`src/hw/rtl/frcs_pkg.sv`:
```
// Package with the shared constants and types of the framed command relay switch.
`timescale 1ns / 1ps
package frcs_pkg;

  localparam int FRAME_BYTES_DEF = 11;

  localparam logic [7:0] CH_START = 8'h53;
  localparam logic [7:0] CH_END   = 8'h45;
  localparam logic [7:0] CH_D     = 8'h44;
  localparam logic [7:0] CH_ONE   = 8'h31;
  localparam logic [7:0] CH_ZERO  = 8'h30;

  // Frame byte positions that take part in evaluation.
  localparam int POS_HDR1    = 1;
  localparam int POS_HDR2    = 2;
  localparam int POS_HDR3    = 3;
  localparam int POS_ADDR_HI = 4;
  localparam int POS_ADDR_LO = 5;
  localparam int POS_CMD     = 9;

  localparam logic [15:0] ADDRESS_ONE_RST   = 16'd12337;
  localparam logic [15:0] ADDRESS_TWO_RST   = 16'd12338;
  localparam logic [15:0] ADDRESS_THREE_RST = 16'd12339;

  typedef enum logic [1:0] {
    REG_ADDRESS_ONE,
    REG_ADDRESS_TWO,
    REG_ADDRESS_THREE
  } frcs_reg_t;

  // One classified byte handed from the front to the back.
  typedef struct packed {
    logic        frame_end;
    logic        header_ok;
    logic [15:0] addr;
    logic        cmd_on;
    logic        cmd_off;
  } frcs_cmd_t;

endpackage

```
`src/hw/rtl/frcs_front.sv`:
```
// Front end that tracks frame position, keeps the evaluated bytes and classifies each word.
`timescale 1ns / 1ps
module frcs_front #(
  parameter int FRAME_BYTES = 11
) (
  input  logic              clk,
  input  logic              rst,
  input  logic              in_valid,
  output logic              in_ready,
  input  logic [7:0]        rx_byte,
  input  logic              q_full,
  output logic              push,
  output frcs_pkg::frcs_cmd_t push_data
);
  import frcs_pkg::*;

  localparam int POS_W = $clog2(FRAME_BYTES + 1);
  localparam logic [POS_W-1:0] POS_LIMIT = POS_W'(FRAME_BYTES);

  logic [POS_W-1:0] pos;
  logic [POS_W-1:0] pos_next;
  logic [7:0] hdr1;
  logic [7:0] hdr2;
  logic [7:0] hdr3;
  logic [7:0] addr_hi;
  logic [7:0] addr_lo;
  logic [7:0] cmd_byte;
  logic [7:0] eff1;
  logic [7:0] eff2;
  logic [7:0] eff3;
  logic [7:0] eff_hi;
  logic [7:0] eff_lo;
  logic [7:0] eff_cmd;
  logic is_start;
  logic is_end;
  logic accept;
  logic store_en;

  assign in_ready = !q_full;
  assign accept   = in_valid && in_ready;
  assign push     = accept;
  assign is_start = (rx_byte == CH_START);
  assign is_end   = (rx_byte == CH_END);
  // Every byte but the start marker is stored at the current position; only the
  // positions that evaluation reads are kept.
  assign store_en = accept && !is_start;

  always_comb begin
    pos_next = pos;
    if (accept) begin
      if (is_start) begin
        pos_next = POS_W'(1);
      end else if (is_end) begin
        pos_next = '0;
      end else if (pos < POS_LIMIT) begin
        pos_next = pos + 1'b1;
      end
    end
  end

  always_ff @(posedge clk) begin
    if (rst) begin
      pos      <= '0;
      hdr1     <= '0;
      hdr2     <= '0;
      hdr3     <= '0;
      addr_hi  <= '0;
      addr_lo  <= '0;
      cmd_byte <= '0;
    end else begin
      pos <= pos_next;
      if (store_en && pos == POS_W'(POS_HDR1)) hdr1 <= rx_byte;
      if (store_en && pos == POS_W'(POS_HDR2)) hdr2 <= rx_byte;
      if (store_en && pos == POS_W'(POS_HDR3)) hdr3 <= rx_byte;
      if (store_en && pos == POS_W'(POS_ADDR_HI)) addr_hi <= rx_byte;
      if (store_en && pos == POS_W'(POS_ADDR_LO)) addr_lo <= rx_byte;
      if (store_en && pos == POS_W'(POS_CMD)) cmd_byte <= rx_byte;
    end
  end

  // The current byte is forwarded around the buffer, so evaluation need not wait for it.
  assign eff1    = (pos == POS_W'(POS_HDR1)) ? rx_byte : hdr1;
  assign eff2    = (pos == POS_W'(POS_HDR2)) ? rx_byte : hdr2;
  assign eff3    = (pos == POS_W'(POS_HDR3)) ? rx_byte : hdr3;
  assign eff_hi  = (pos == POS_W'(POS_ADDR_HI)) ? rx_byte : addr_hi;
  assign eff_lo  = (pos == POS_W'(POS_ADDR_LO)) ? rx_byte : addr_lo;
  assign eff_cmd = (pos == POS_W'(POS_CMD)) ? rx_byte : cmd_byte;

  always_comb begin
    push_data.frame_end = is_end;
    push_data.header_ok = (eff1 == CH_ONE) && (eff2 == CH_ZERO) && (eff3 == CH_D);
    push_data.addr      = {eff_hi, eff_lo};
    push_data.cmd_on    = (eff_cmd == CH_ONE);
    push_data.cmd_off   = (eff_cmd == CH_ZERO);
  end

endmodule

```
`src/hw/rtl/frcs_queue.sv`:
```
// Two-entry queue that decouples the front end from the relay back end.
`timescale 1ns / 1ps
module frcs_queue (
  input  logic                clk,
  input  logic                rst,
  input  logic                push,
  input  frcs_pkg::frcs_cmd_t push_data,
  output logic                full,
  input  logic                pop,
  output frcs_pkg::frcs_cmd_t pop_data,
  output logic                not_empty
);
  import frcs_pkg::*;

  frcs_cmd_t  entries [2];
  logic       wr_ptr;
  logic       rd_ptr;
  logic [1:0] count;
  logic [1:0] count_next;

  assign full      = (count == 2'd2);
  assign not_empty = (count != 2'd0);
  assign pop_data  = entries[rd_ptr];

  always_comb begin
    count_next = count;
    if (push && !pop) begin
      count_next = count + 2'd1;
    end else if (pop && !push) begin
      count_next = count - 2'd1;
    end
  end

  always_ff @(posedge clk) begin
    if (rst) begin
      wr_ptr <= 1'b0;
      rd_ptr <= 1'b0;
      count  <= '0;
    end else begin
      count <= count_next;
      if (push) wr_ptr <= !wr_ptr;
      if (pop) rd_ptr <= !rd_ptr;
    end
  end

  always_ff @(posedge clk) begin
    if (push) entries[wr_ptr] <= push_data;
  end

  assert property (@(posedge clk) disable iff (rst) count <= 2'd2)
    else $error("queue count exceeds its depth");
  assert property (@(posedge clk) disable iff (rst) full |-> !push || pop)
    else $error("push into a full queue");
  assert property (@(posedge clk) disable iff (rst) pop |-> not_empty)
    else $error("pop from an empty queue");

endmodule

```
`src/hw/rtl/frcs_back.sv`:
```
// Back end that holds the addresses, applies relay commands and drives the result word.
`timescale 1ns / 1ps
module frcs_back (
  input  logic                clk,
  input  logic                rst,
  input  logic                cfg_valid,
  output logic                cfg_ready,
  input  logic [1:0]          cfg_index,
  input  logic [15:0]         cfg_data,
  input  logic                q_not_empty,
  input  frcs_pkg::frcs_cmd_t q_data,
  output logic                pop,
  output logic                out_valid,
  input  logic                out_ready,
  output logic                relay_one,
  output logic                relay_two,
  output logic                relay_three,
  output logic                frame_end
);
  import frcs_pkg::*;

  logic [15:0] address_one;
  logic [15:0] address_two;
  logic [15:0] address_three;
  logic [2:0]  relay_bits;
  logic [2:0]  relay_bits_next;
  logic [2:0]  match;
  logic        frame_end_reg;

  assign cfg_ready = 1'b1;

  always_ff @(posedge clk) begin
    if (rst) begin
      address_one   <= ADDRESS_ONE_RST;
      address_two   <= ADDRESS_TWO_RST;
      address_three <= ADDRESS_THREE_RST;
    end else if (cfg_valid && cfg_ready) begin
      case (cfg_index)
        REG_ADDRESS_ONE:   address_one   <= cfg_data;
        REG_ADDRESS_TWO:   address_two   <= cfg_data;
        REG_ADDRESS_THREE: address_three <= cfg_data;
        default: ;
      endcase
    end
  end

  assign pop = q_not_empty && (!out_valid || out_ready);

  assign match[0] = q_data.frame_end && q_data.header_ok && (q_data.addr == address_one);
  assign match[1] = q_data.frame_end && q_data.header_ok && (q_data.addr == address_two);
  assign match[2] = q_data.frame_end && q_data.header_ok && (q_data.addr == address_three);

  always_comb begin
    relay_bits_next = relay_bits;
    for (int i = 0; i < 3; i++) begin
      if (match[i] && q_data.cmd_on) begin
        relay_bits_next[i] = 1'b1;
      end else if (match[i] && q_data.cmd_off) begin
        relay_bits_next[i] = 1'b0;
      end
    end
  end

  always_ff @(posedge clk) begin
    if (rst) begin
      relay_bits    <= '0;
      out_valid     <= 1'b0;
      frame_end_reg <= 1'b0;
    end else begin
      if (pop) begin
        relay_bits    <= relay_bits_next;
        frame_end_reg <= q_data.frame_end;
        out_valid     <= 1'b1;
      end else if (out_ready) begin
        out_valid <= 1'b0;
      end
    end
  end

  assign relay_one   = relay_bits[0];
  assign relay_two   = relay_bits[1];
  assign relay_three = relay_bits[2];
  assign frame_end   = frame_end_reg;

  assert property (@(posedge clk) disable iff (rst) !pop |=> $stable(relay_bits))
    else $error("relay state changed without a new word");
  assert property (@(posedge clk) disable iff (rst) pop && !q_data.frame_end |=>
                   $stable(relay_bits))
    else $error("relay state changed on a word that is not an end marker");
  assert property (@(posedge clk) disable iff (rst) pop |=> out_valid)
    else $error("popped word did not reach the output register");

endmodule

```
`src/hw/rtl/framed_command_relay_switch_core.sv`:
```
// An accepted word goes into the queue, then is popped into the output register.
// Throughput: one word per cycle with out_ready high; the two-entry queue and the
// output register let the input keep flowing while one result waits to be taken.
// Relays: 16-bit compare per relay on the queue head, one per cycle unless stalled.
// Reset (synchronous, active high) clears frame position, buffer, relays and queue,
// and loads the default relay addresses.
`timescale 1ns / 1ps
module framed_command_relay_switch_core #(
  parameter int FRAME_BYTES = frcs_pkg::FRAME_BYTES_DEF
) (
  input  logic        clk,
  input  logic        rst,
  input  logic        in_valid,
  output logic        in_ready,
  input  logic [7:0]  rx_byte,
  output logic        out_valid,
  input  logic        out_ready,
  output logic        relay_one,
  output logic        relay_two,
  output logic        relay_three,
  output logic        frame_end,
  input  logic        cfg_valid,
  output logic        cfg_ready,
  input  logic [1:0]  cfg_index,
  input  logic [15:0] cfg_data
);
  import frcs_pkg::*;

  frcs_cmd_t push_data;
  frcs_cmd_t q_data;
  logic      push;
  logic      q_full;
  logic      q_not_empty;
  logic      pop;

  frcs_front #(
    .FRAME_BYTES(FRAME_BYTES)
  ) u_front (
    .clk      (clk),
    .rst      (rst),
    .in_valid (in_valid),
    .in_ready (in_ready),
    .rx_byte  (rx_byte),
    .q_full   (q_full),
    .push     (push),
    .push_data(push_data)
  );

  frcs_queue u_queue (
    .clk      (clk),
    .rst      (rst),
    .push     (push),
    .push_data(push_data),
    .full     (q_full),
    .pop      (pop),
    .pop_data (q_data),
    .not_empty(q_not_empty)
  );

  frcs_back u_back (
    .clk        (clk),
    .rst        (rst),
    .cfg_valid  (cfg_valid),
    .cfg_ready  (cfg_ready),
    .cfg_index  (cfg_index),
    .cfg_data   (cfg_data),
    .q_not_empty(q_not_empty),
    .q_data     (q_data),
    .pop        (pop),
    .out_valid  (out_valid),
    .out_ready  (out_ready),
    .relay_one  (relay_one),
    .relay_two  (relay_two),
    .relay_three(relay_three),
    .frame_end  (frame_end)
  );

endmodule
```
`config.mk`:
```
export PLATFORM = sky130hd
export DESIGN_NAME = framed_command_relay_switch_core
export DESIGN_NICKNAME = d
export VERILOG_FILES = /design/src/hw/rtl/frcs_pkg.sv /design/src/hw/rtl/frcs_front.sv /design/src/hw/rtl/frcs_queue.sv /design/src/hw/rtl/frcs_back.sv /design/src/hw/rtl/framed_command_relay_switch_core.sv
export SDC_FILE = /design/constraint.sdc
export NUM_CORES = 1
export LEC_CHECK = 0
export ABC_CLOCK_PERIOD_IN_PS = 2850
export BUFFER_PORTS_ARGS = -buffer_cell sky130_fd_sc_hd__buf_4
export CORE_MARGIN = 2
export CORE_UTILIZATION = 45
export CTS_CLUSTER_SIZE = 24
export DETAILED_ROUTE_END_ITERATION = 12
export GPL_ROUTABILITY_DRIVEN = 0
export GPL_TIMING_DRIVEN = 1
export PLACE_DENSITY_LB_ADDON = 0.25
export SYNTH_ARGS = -nofsm -noshare
export SYNTH_HDL_FRONTEND = slang
export SYNTH_SLANG_ARGS = --single-unit
```
`constraint.sdc`:
```
create_clock -name clk -period 2.85 [get_ports clk]
set_clock_uncertainty 0.1 [all_clocks]
set_input_delay 0.1425 -clock clk [delete_from_list [all_inputs] [get_ports clk]]
set_output_delay 0.1425 -clock clk [all_outputs]
set_load 0.01 [all_outputs]
```
**Yosys cells after proc, flatten, opt, wreduce, memory -nomap -nowiden**

Memories as Yosys holds them, arrays and structs flattened. A register that Yosys moved wholly into a read port is not among the register bits.
Cells that the tools add are included.
Widths: inputs -> output; s select.

- Flip-flop bits (word level): 109
- Bits of input ports: 31
- Logic and storage cells: 111
- Output and inout bits: 7
- RAM bits: 40
- Memories kept: 1

- Reduce and logical (&&, ||, !) cells: 46
- Equality and inequality tests: 19
- Add/sub/neg operators: 3
- Mux-type cells: 23
- $lt $le $gt $ge: 1

Memory list:

| memory | depth | width | rd ports | clocked after memory_dff | wr ports | RTL line | RTL |
|---|---|---|---|---|---|---|---|
| u_queue.entries | 2 | 20 | 1 | 1 | 1 | frcs_queue.sv:15 | `frcs_cmd_t entries [2];` |

Operators with widths:

| cell | number |
|---|---|
| $eq 16x16->1 | 3 |
| $mux 8 | 6 |
| $eq 8x6->1 const B | 4 |
| $eq 8x7->1 const B | 3 |
| $logic_and 1x1->1 | 23 |
| $reduce_and 2->1 | 7 |
| $mux 1 | 12 |
| $mux 4 | 3 |
| $reduce_bool 2->1 | 6 |
| $eq 4x2->1 const B | 2 |
| $eq 4x3->1 const B | 2 |
| $logic_not 1->1 | 7 |
| $add 4x1->4 const B | 1 |
| $eq 2x2->1 const B | 2 |
| $eq 4x1->1 const B | 1 |
| $eq 4x4->1 const B | 1 |
| $lt 4x4->1 const B | 1 |
| $mux 2 | 2 |
| $reduce_bool 3->1 | 1 |
| $add 2x1->2 const B | 1 |
| $eq 2x1->1 const B | 1 |
| $logic_not 2->1 | 1 |
| $sub 2x1->2 const B | 1 |
| $logic_or 1x1->1 | 1 |

**Longest topological paths before layout**

- Depth after elaboration: 7
- Gate-level depth with buffers: 8
- Mapped depth without buffers: 8

**Hierarchy**

A second synthesis with hierarchy kept.

- Cell total of the unflattened synthesis: 651
- Area total of the unflattened synthesis: 6665.1 µm²

By module, submodules not included:

| module | area each (µm²) | cells an instance | seq. area each (µm²) | times used |
|---|---|---|---|---|
| frcs_front | 2547.4 | 259 | 1041.0 | 1 |
| frcs_back | 2471.1 | 308 | 1061.0 | 1 |
| frcs_queue | 1646.6 | 84 | 1301.2 | 1 |

**Least setup slack after synthesis**

Ideal clock, no wire load.

- Kind: register -> register
- From: register u_queue.count[0]
- To: memory u_queue.entries[0][0] in the netlist's numbering, enable pin
- Slack: 0.784 ns
- Path buffers: 0
- Clock period less this slack: 2.066 ns
- Arrival: 1.569 ns
- Stages on the path, launching flop included: 4
- Data required time: 2.353 ns
- Library setup time: 0.397 ns
- Cells stage by stage: dfxtp_1 nand2b_1 nand2_1 nor2_1

- Word-level cells in the longest chain between the ends: 5

Ends and longest elaborated chain:

| element | RTL line | RTL |
|---|---|---|
| start: declaration | frcs_queue.sv:18 | `logic [1:0] count;` |
| start signal: assignment | frcs_queue.sv:40 | `count <= count_next;` |
| $eq 2x2->1 | frcs_queue.sv:21 | `assign full = (count == 2'd2);` |
| $logic_not 1->1 | frcs_front.sv:39 | `assign in_ready = !q_full;` |
| named net in_ready | framed_command_relay_switch_core.sv:14 | `output logic in_ready,` |
| $logic_and 1x1->1 | frcs_front.sv:40 | `assign accept = in_valid && in_ready;` |
| $mux 1 | frcs_queue.sv:47 | `if (push) entries[wr_ptr] <= push_data;` |
| $mux 1 (not written as such) | frcs_queue.sv:47 |  |
| end: declaration | frcs_queue.sv:15 |  |

The timed path passes the listed nets, and every way through them passes these cells.

==> impl_metrics.env <==
export IMPL_timing_slew_headroom_pct=34.90
export IMPL_gr_total_overflow=0
export IMPL_register_area_um2=3405
export IMPL_r2r_end="u_back.relay_bits[2]"
export IMPL_hold_depth=4
export IMPL_largest_reg_flops=40
export IMPL_cts_setup_buffers=0
export IMPL_place_area_um2=7053
export IMPL_leakagePower_nw=2.750
export IMPL_fillerInstances=1286
export IMPL_synth_seq_cells=150
export IMPL_grt_use_total_pct=20.17
export IMPL_cp_endpoint="u_back.relay_bits[2]"
export IMPL_grt_pass1_vias=4970
export IMPL_initial_core_util_pct=46.09
export IMPL_utilization_pct=54.19
export IMPL_final_hold_violation_count=0
export IMPL_p_per_area_nw_per_um2=770.7
export IMPL_ys_seq_area_share_pct=50.80
export IMPL_viasPerCell=5.396
export IMPL_cts_buffers=17
export IMPL_post_route_drc_count=0
export IMPL_synth_ff_type="dfxtp_1"
export IMPL_final_max_slew_viol_count=0
export IMPL_reg2regPathDepth=7
export IMPL_worst_path_max_delay_cell="dfxtp_2"
export IMPL_drtIter0Drc=316
export IMPL_end_kind="register"
export IMPL_path_cells="buf_4 -> mux2i_4 -> xnor2_1 -> nor4_1 -> nand4_1 -> o311ai_1 -> o31ai_1"
export IMPL_core_um2=14530
export IMPL_multi_input_area_um2=3077
export IMPL_synth_warnings=0
export IMPL_syn_inst=666
export IMPL_fin_ws_ns=0.3745
export IMPL_final_antenna_net_count=0
export IMPL_clkSinkCount=150
export IMPL_pre_cts_slack_ns=0.3592
export IMPL_clk_latency_ns=0.43
export IMPL_cp_max_fo=8
export IMPL_vias=4927
export IMPL_ioPinCount=38
export IMPL_drive_above_1_share_pct=15.91
export IMPL_setup_viol=0
export IMPL_outcome="finished clean"
export IMPL_wirelength_um=15130
export IMPL_avgSynthCellArea_um2=10.06
export IMPL_die_w_um=126.0
export IMPL_yosysTopAreaCellShare_pct=32.87
export IMPL_antenna_found_initial=0
export IMPL_syn_to_final_growth_pct=17.58
export IMPL_crit_type="register to register"
export IMPL_grt_pass1_wl_um=25140
export IMPL_syn_nets=702
export IMPL_critPathRequiredTime_ns=3.05
export IMPL_synth_cell_types=56
export IMPL_yosys_cell_count_top_type="nand2_1"
export IMPL_synth_edf_count=40
export IMPL_post_route_min_period_ns=2.476
export IMPL_std_cell_rows=44
export IMPL_ys_top_cells_by_area="dfxtp_1, edfxtp_1, nand2_1, xnor2_1, a21oi_1"
export IMPL_first_pass_iters=5
export IMPL_vdd_ir_drop_max_mv=0.4982
export IMPL_grt_max_degree=94
export IMPL_fin_area_um2=7876
export IMPL_post_drt_wl_per_cell_um=16.57
export IMPL_cts_tree="built"
export IMPL_crit_family="simple AND/OR/NAND/NOR gates"
export IMPL_async_flop_share_pct=0
export IMPL_worst_r2r_setup_slack_ns=0.37
export IMPL_netlist_top_cells_count="nand2_1, dfxtp_1, a21oi_1"
export IMPL_path_clk_slew_ns=0.06
export IMPL_cp_num_buf_inv=1
export IMPL_syn_cell_area_um2=6699
export IMPL_drv_cap=0
export IMPL_hp_class="input port to register"
export IMPL_critPathArrivalTime_ns=2.68
export IMPL_top_register="u_queue.entries"
export IMPL_fmax_mhz=404.0
export IMPL_n_antenna_cell=0
export IMPL_cp_num_cells=7
export IMPL_nets=752
export IMPL_holdWs_ns=0.1594
export IMPL_die_h_um=126.0
export IMPL_netlist_top_cell_by_area="dfxtp_1"
export IMPL_htree_levels=4
export IMPL_rsz0062_at_grt="false"
export IMPL_root_buffer="clkbuf_16"
export IMPL_critPathMaxStageDelay_ns=0.54
export IMPL_fin_tns_setup_ns=0
export IMPL_clockBufferDepth=2
export IMPL_dp_hpwl_um=10020
export IMPL_die_area_um2=15880
export IMPL_fin_crit_sh_pct=86.86
export IMPL_tightest_slew_ns=0.9765
export IMPL_port_buffers=36
export IMPL_cp_start_kind="register"
## worst register-to-register path, cell delays in order, from the launching register on
cell and delay (ns):
dfxtp_2 0.54, buf_4 0.32, mux2i_4 0.33, xnor2_1 0.10
nor4_1 0.38, nand4_1 0.18, o311ai_1 0.31, o31ai_1 0.11
## report_power, final
part / switching [mW] / total [mW] / internal, mW
Combinational: 0.733 / 1.34 / 0.607
Sequential: 0.140 / 2.52 / 2.38
Clock: 0.852 / 2.21 / 1.36
Total: 1.73 / 6.07 / 4.35
## cell type report
type	instances	area share, %
inverters	5	0.2383
clock inverters	12	1.732
flip-flops and latches	150	43.22
clock buffers	20	5.544
repair buffers	68	7.276
well taps	184	2.923
multi-input cells	474	39.06
## logic make-up (layout without fill, tap and decap cells)
| family | after synthesis | count (layout) | share of synthesized area, % |
|---|---|---|---|
| and+or+nand+nor | 250 | 250 | 17.78 |
| DFF | 150 | 150 | 50.80 |
| AOI/OAI and AO/OA | 109 | 109 | 9.283 |
| muxes | 57 | 57 | 11.00 |
| xor gates and xnor gates | 52 | 52 | 6.799 |
| buffers and inverters | 42 | 105 | 3.343 |
| adders and majority gates | 5 | 5 | 0.9339 |
| other | 1 | 1 | 0.05598 |
## what timing repair did
item / in CTS / in global routing
hold buffers: 25 / 0
resized for setup: 0 / 0
endpoints found under the hold margin: 90 / 0
## metrics by stage
stage                     power, mW  instances
after global placement        3.847        856
after global routing          6.345        913
after floorplan               3.607        666
after detailed placement      3.884        856
final                         6.070        913
after CTS                     6.105        913
## layout by cell type (no fill, tap or decap), types with 8 or more instances in the layout
cell and instances:
mux2_2 14, buf_4 43, o21ai_0 8, o21ai_1 21, nor2_1 46, a21oi_1 63, mux2i_1 29, clkbuf_16 17
xnor2_1 40, dlygate4sd3_1 25, dfxtp_1 109, nand3_1 22, xor2_1 12, mux2i_4 11, edfxtp_1 40, nand2_1 128
## layer usage
| metal | vias to the layer above | track usage (%) | wire (um) |
|---|---|---|---|
| li1 | 2402 | - | - |
| met1 | 2349 | 25.05 | 6707 |
| met2 | 136 | 32.64 | 7203 |
| met3 | 40 | 5.353 | 752 |
| met4 | 0 | 9.890 | 463 |
| met5 | - | 0 | 0 |
## worst min-delay path by stage
stage / startpoint / end / slack (ns)
global placement: cfg_data[4] / u_back.address_two[4] / 0.27
floorplan: cfg_data[0] / u_back.address_one[0] / 0.17
finish: in_valid / u_front.pos[3] / 0.16
CTS: cfg_index[0] / u_back.address_one[2] / 0.15
global route: cfg_index[1] / u_back.address_one[11] / 0.17
detailed placement: cfg_data[4] / u_back.address_three[4] / 0.28
No activity file was read; power rests on OpenSTA's default activity.
